===== src/rtl/core/spq_pkg.sv =====
// Package for the sorted priority queue: sizes, entry type, op and status codes.
// No dependencies; used by spq_cell and sorted_priority_queue.
package spq_pkg;

  localparam int DEPTH      = 16;
  localparam int ID_WIDTH   = 16;
  localparam int PRIO_WIDTH = 8;
  localparam int CNT_W      = $clog2(DEPTH + 1);

  typedef enum logic [1:0] {
    MODE_ADD    = 2'd0,
    MODE_REMOVE = 2'd1,
    MODE_SEARCH = 2'd2,
    MODE_NOP    = 2'd3
  } mode_t;

  typedef enum logic [1:0] {
    ST_OK       = 2'd0,
    ST_EMPTY    = 2'd1,
    ST_NOTFOUND = 2'd2,
    ST_FULL     = 2'd3
  } status_t;

  typedef struct packed {
    logic [ID_WIDTH-1:0]   id;
    logic [PRIO_WIDTH-1:0] prio;
  } entry_t;

  typedef struct packed {
    logic   ins;
    logic   rem;
    entry_t item;
  } cell_ctl_t;

endpackage


===== src/rtl/core/spq_cell.sv =====
// One queue slot: holds an entry, compares it against the incoming beat and
// shifts toward its neighbors. Depends on spq_pkg.
module spq_cell (
  input  logic               clk,
  input  spq_pkg::cell_ctl_t ctl,
  input  logic               slot_valid,
  input  logic               left_ge,
  input  spq_pkg::entry_t    left_entry,
  input  spq_pkg::entry_t    right_entry,
  output spq_pkg::entry_t    entry,
  output logic               ge,
  output logic               match
);
  import spq_pkg::*;

  entry_t entry_r;
  entry_t entry_nxt;

  assign entry = entry_r;
  assign ge    = slot_valid && (entry_r.prio >= ctl.item.prio);
  assign match = slot_valid && (entry_r.id == ctl.item.id);

  always_comb begin
    entry_nxt = entry_r;
    if (ctl.ins && !ge) begin
      entry_nxt = left_ge ? ctl.item : left_entry;
    end else if (ctl.rem) begin
      entry_nxt = right_entry;
    end
  end

  always_ff @(posedge clk) begin
    entry_r <= entry_nxt;
  end

endmodule


===== src/rtl/core/sorted_priority_queue.sv =====
// Top level of the sorted priority queue: stream ports, occupancy count,
// chain of spq_cell slots and the registered result. Depends on spq_pkg, spq_cell.
//
// Usage:
//   Each input beat carries one operation: add a job (id, priority), remove the
//   highest-priority job, or search for a job id. Every input beat yields
//   exactly one result beat with a status, a job id and a priority.
//   Entries are kept in descending priority order; equal priorities leave in
//   arrival order. An add to a full queue is dropped and reported.
//   The result beat appears in the cycle after the input beat is taken.
//   Throughput: one operation per cycle while the output is not stalled; every
//   slot of the cell chain compares and shifts in the same cycle, and the search
//   resolves the first matching slot in that cycle.
//   The result sits in an output register; a new input beat is taken whenever
//   that register is empty or is being drained in the same cycle, so a
//   stalled receiver holds back the input side only while the result waits.
//   Reset empties the queue (occupancy zero) and clears the result valid;
//   slot contents are not cleared and are never read before being written.
module sorted_priority_queue (
  input  logic        clk,
  input  logic        rst_n,
  input  logic        in_tvalid,
  output logic        in_tready,
  input  logic [31:0] in_tdata,   // [1:0] mode, [17:2] job_id, [25:18] priority_req
  output logic        out_tvalid,
  input  logic        out_tready,
  output logic [31:0] out_tdata   // [1:0] status, [17:2] out_job_id, [25:18] out_priority
);
  import spq_pkg::*;

  mode_t                 mode;
  cell_ctl_t             ctl;
  logic                  in_fire;
  logic                  full;
  logic                  empty;
  logic [CNT_W-1:0]      occ_r;
  logic [CNT_W-1:0]      occ_nxt;

  entry_t                entries [DEPTH];
  logic   [DEPTH-1:0]    ge_vec;
  logic   [DEPTH-1:0]    match_vec;
  logic   [DEPTH-1:0]    first_hit;
  logic [PRIO_WIDTH-1:0] hit_prio;

  logic                  out_valid_r;
  status_t               status_r;
  status_t               status_nxt;
  logic [ID_WIDTH-1:0]   id_r;
  logic [ID_WIDTH-1:0]   id_nxt;
  logic [PRIO_WIDTH-1:0] prio_r;
  logic [PRIO_WIDTH-1:0] prio_nxt;

  assign mode      = mode_t'(in_tdata[1:0]);
  assign in_tready = !out_valid_r || out_tready;
  assign in_fire   = in_tvalid && in_tready;
  assign full      = (occ_r == CNT_W'(DEPTH));
  assign empty     = (occ_r == '0);

  assign ctl.item.id   = in_tdata[2 +: ID_WIDTH];
  assign ctl.item.prio = in_tdata[2 + ID_WIDTH +: PRIO_WIDTH];
  assign ctl.ins       = in_fire && (mode == MODE_ADD) && !full;
  assign ctl.rem       = in_fire && (mode == MODE_REMOVE) && !empty;

  for (genvar i = 0; i < DEPTH; i++) begin : g_cell
    localparam logic [CNT_W-1:0] IDX = CNT_W'(i);
    spq_cell u_cell (
      .clk         (clk),
      .ctl         (ctl),
      .slot_valid  (occ_r > IDX),
      .left_ge     ((i == 0) ? 1'b1 : ge_vec[(i == 0) ? 0 : i - 1]),
      .left_entry  (entries[(i == 0) ? 0 : i - 1]),
      .right_entry (entries[(i == DEPTH - 1) ? i : i + 1]),
      .entry       (entries[i]),
      .ge          (ge_vec[i]),
      .match       (match_vec[i])
    );
  end

  assign first_hit = match_vec & ~(match_vec - DEPTH'(1));

  always_comb begin
    hit_prio = '0;
    for (int k = 0; k < DEPTH; k++) begin
      hit_prio = hit_prio | (first_hit[k] ? entries[k].prio : '0);
    end
  end

  always_comb begin
    occ_nxt = occ_r;
    if (ctl.ins) begin
      occ_nxt = occ_r + CNT_W'(1);
    end else if (ctl.rem) begin
      occ_nxt = occ_r - CNT_W'(1);
    end
  end

  always_comb begin
    status_nxt = ST_OK;
    id_nxt     = '0;
    prio_nxt   = '0;
    unique case (mode)
      MODE_ADD: begin
        if (full) status_nxt = ST_FULL;
      end
      MODE_REMOVE: begin
        if (empty) begin
          status_nxt = ST_EMPTY;
        end else begin
          id_nxt   = entries[0].id;
          prio_nxt = entries[0].prio;
        end
      end
      MODE_SEARCH: begin
        id_nxt = ctl.item.id;
        if (|match_vec) begin
          prio_nxt = hit_prio;
        end else begin
          status_nxt = ST_NOTFOUND;
        end
      end
      default: begin
      end
    endcase
  end

  always_ff @(posedge clk) begin
    if (!rst_n) begin
      occ_r       <= '0;
      out_valid_r <= 1'b0;
    end else begin
      occ_r <= occ_nxt;
      if (in_fire) begin
        out_valid_r <= 1'b1;
      end else if (out_tready) begin
        out_valid_r <= 1'b0;
      end
    end
  end

  always_ff @(posedge clk) begin
    if (in_fire) begin
      status_r <= status_nxt;
      id_r     <= id_nxt;
      prio_r   <= prio_nxt;
    end
  end

  assign out_tvalid = out_valid_r;
  assign out_tdata  = {6'd0, prio_r, id_r, status_r};

  a_occ_bound: assert property (@(posedge clk) disable iff (!rst_n)
    occ_r <= CNT_W'(DEPTH))
    else $error("occupancy above depth");

  a_full_drop: assert property (@(posedge clk) disable iff (!rst_n)
    (in_fire && mode == MODE_ADD && full) |=>
      (out_valid_r && status_r == ST_FULL && occ_r == $past(occ_r)))
    else $error("add to full queue not dropped");

  a_rem_count: assert property (@(posedge clk) disable iff (!rst_n)
    (in_fire && mode == MODE_REMOVE && !empty) |=>
      (occ_r == $past(occ_r) - CNT_W'(1) && status_r == ST_OK))
    else $error("remove did not shrink queue");

  a_search_hold: assert property (@(posedge clk) disable iff (!rst_n)
    (in_fire && mode == MODE_SEARCH) |=> $stable(occ_r))
    else $error("search changed occupancy");

endmodule


===== config.mk =====
export PLATFORM = sky130hd
export DESIGN_NAME = sorted_priority_queue
export DESIGN_NICKNAME = d
export VERILOG_FILES = /design/src/rtl/core/spq_pkg.sv /design/src/rtl/core/spq_cell.sv /design/src/rtl/core/sorted_priority_queue.sv
export SDC_FILE = /design/constraint.sdc
export NUM_CORES = 1
export LEC_CHECK = 0
export BUFFER_PORTS_ARGS = -buffer_cell sky130_fd_sc_hd__buf_2
export CAP_MARGIN = 20
export CORE_MARGIN = 10
export CORE_UTILIZATION = 25
export CTS_CLUSTER_DIAMETER = 40
export DETAILED_ROUTE_END_ITERATION = 16
export PLACE_DENSITY = 0.48
export SYNTH_ARGS = -nofsm -noshare
export SYNTH_HDL_FRONTEND = slang
export SYNTH_SLANG_ARGS = --single-unit

===== constraint.sdc =====
create_clock -name clk -period 5.93 [get_ports clk]
set_clock_uncertainty 0.15 [all_clocks]
set_input_delay 0.593 -clock clk [delete_from_list [all_inputs] [get_ports clk]]
set_output_delay 0.593 -clock clk [all_outputs]
set_load 0.005 [all_outputs]

==> flow_metrics.env <==
export IMPL_status="finished, final reports clean"
export IMPL_initial_core_util=0.252
export IMPL_num_rows=127
export IMPL_start_kind="register"
export IMPL_grt_use_total=0.139
export IMPL_finish_utilization=0.295
export IMPL_slew_headroom=0.263
export IMPL_design_area_um2=35300
export IMPL_yosysSeqAreaShare=0.412
export IMPL_yosys_warnings=0
export IMPL_period_minus_slack_ps=4500
export IMPL_rr_worst_depth=10
export IMPL_final_antenna_net_count=0
export IMPL_vias=23000
export IMPL_drt_pass1_iterations=5
export IMPL_cts_tree="done"
export IMPL_core_um2=120000
export IMPL_tns_ps=0
export IMPL_synth_edff_count=410
export IMPL_fin_ws_ps=1430
export IMPL_fmax_ghz=0.222
export IMPL_cts_resized=0
export IMPL_root_buffer="clkbuf_16"
export IMPL_io_pin_count=70
export IMPL_crit_path_max_incr_delay_ps=860
export IMPL_htreeDepth=3
export IMPL_setup_viol=0
export IMPL_cts_buffer_depth=3
export IMPL_ys_flop_type="edfxtp_1"
export IMPL_drt_iter0_markers=1896
export IMPL_cap_violations=0
export IMPL_postSynthCellCount=2968
export IMPL_dieArea_um2=135000
export IMPL_syn_area_per_cell_um2=10.2
export IMPL_critPathMaxFanout=9
export IMPL_ys_seq_elements=416
export IMPL_cp_cell_sequence="inv_1, ha_1, o21bai_1, o21ai_1, o211ai_2, nor4b_1, o31ai_1, a311oi_1, a211oi_1, a22oi_1"
export IMPL_critPathBufInv=1
export IMPL_die_x_um=367
export IMPL_totalWireLength_um=97600
export IMPL_endpoint_kind="register"
export IMPL_cp_data_arrival_time_ps=4700
export IMPL_hold_path_class="input pin to register"
export IMPL_clk_pin_slew_ps=50
export IMPL_gp_congestion=0.859
export IMPL_clk_latency_ps=640
export IMPL_dpl_hpwl_um=76200
export IMPL_holdPathStages=3
export IMPL_grt_overflow=0
export IMPL_finalNetCount=3156
export IMPL_post_place_ws_ps=1090
export IMPL_grt_max_degree=50
export IMPL_crit_family="compound AO/OA/AOI/OAI gates"
export IMPL_post_cts_setup_buffer_count=0
export IMPL_antenna_found_initial=9
export IMPL_numPortBuffers=57
export IMPL_rrSetupSlack_ps=1430
export IMPL_ir_drop_mv=0.202
export IMPL_drive_gt1_frac=0.214
export IMPL_post_drt_wl_per_cell_um=20.9
export IMPL_critical_path_class="register to register"
export IMPL_vias_per_cell=4.93
export IMPL_rsz0062_at_grt="no"
export IMPL_post_route_drc_count=0
export IMPL_async_flop_share=0
export IMPL_grt_pass1_vias=22700
export IMPL_power_density_nw_per_um2=284
export IMPL_syn_to_final_growth_pct=17.1
export IMPL_synth_area_um2=30200
export IMPL_clkSinkCount=416
export IMPL_ys_types=89
export IMPL_drv_slew=0
export IMPL_hold_buffers=0
export IMPL_leakage_nw=13.0
export IMPL_placed_cell_area_um2=32300
export IMPL_die_h_um=367
export IMPL_critPathRequiredTime_ps=6130
export IMPL_crit_cells=10
export IMPL_hold_viol=0
export IMPL_cp_slowest_cell="o21ai_1"
export IMPL_grt_pass1_wl_um=148000
export IMPL_worst_slew_pin_slew_ps=1100
export IMPL_post_route_period_util=0.759
export IMPL_hold_ws_ps=75.2
export IMPL_cts_buffers=83
-- cells in the final DEF (no fill, tap or decap), types with 23 or more instances in the layout --
master,count
nand2b_1,23
edfxtp_1,410
clkbuf_16,86
a21oi_1,109
xor2_1,131
nor2_1,89
o22ai_1,161
nor4_1,47
mux2_2,287
buf_4,102
nand4_1,51
buf_2,57
a22oi_1,24
a21o_1,55
ha_1,138
mux2i_1,88
xnor2_1,123
a31oi_1,49
nand2_1,474
nand3_1,66
o21ai_0,46
inv_1,39
nor2b_1,42
-- power by group --
group | total, mW | leakage [nW] | switching [mW] | internal [mW]
Sequential | 3.61 | 3.83 | 0.157 | 3.45
Combinational | 1.42 | 7.71 | 0.867 | 0.557
Clock | 4.98 | 1.41 | 1.71 | 3.27
Total | 10.0 | 13.0 | 2.73 | 7.28
-- synth_stat cells (23+ instances only) --
cell	count	area (um2)
a21o_1	55	413
a21oi_1	115	576
a22oi_1	24	180
a31oi_1	50	313
buf_2	46	230
clkbuf_1	151	567
edfxtp_1	410	12300
ha_1	138	1730
inv_1	39	146
mux2_2	287	3230
mux2i_1	88	881
nand2_1	474	1780
nand2b_1	23	144
nand3_1	66	330
nand4_1	51	319
nor2_1	94	353
nor2b_1	42	263
nor4_1	47	294
o21ai_0	52	260
o22ai_1	161	1010
xnor2_1	123	1080
xor2_1	131	1150
-- state kept, by name, summed over array words and instances (netlist names) --
signal and count:
out_tvalid 1, prio_r 8, id_r 16, occ_r 5, g_cell.u_cell.entry 384, status_r 2
-- layer usage --
| metal | routed length, um | track usage |
|---|---|---|
| met1 | 46300 | 0.194 |
| met2 | 43500 | 0.216 |
| met3 | 5810 | 0.0271 |
| met4 | 2050 | 0.0355 |
| met5 | 0 | 0 |
-- layout make-up --
type,count,area [um2]
diodes,2,5.00
inverters,40,150
clock inverters,60,742
clock buffers,95,2190
repair buffers,165,1170
fillers,12500,84500
well taps,1612,2020
flip-flops and latches,416,12400
multi-input cells,2276,16600
-- worst paths after layout --
check,start,end
max,occ_r[1],prio_r[7]
min,in_tvalid,out_tvalid
max reg2reg,occ_r[1],prio_r[7]
min reg2reg,out_tvalid,out_tvalid
-- kinds of logic after synthesis --
logic type	share of synthesized area
AO/OA/AOI/OAI	0.126
XOR/XNOR	0.0776
adder cells (fa/ha/maj)	0.0573
buffers and inverters	0.0422
flip-flops	0.412
multiplexers	0.140
other	0.000124
AND/OR/NAND/NOR	0.145
-- worst reg2reg max path: stages, from the launching register on --
cell and delay [ps]:
dfxtp_1 510, inv_1 180, ha_1 280, o21bai_1 310, o21ai_1 860, o211ai_2 390, nor4b_1 350, o31ai_1 170
a311oi_1 490, a211oi_1 90, a22oi_1 440
-- stage by stage --
step	power (mW)	cells
2_1_floorplan	4.62	2973
3_3_place_gp	5.06	4507
3_5_place_dp	5.08	4508
4_1_cts	10.1	4663
5_1_grt	10.4	4665
6_report	10.0	4666
No activity file was read; power rests on OpenSTA's default activity.
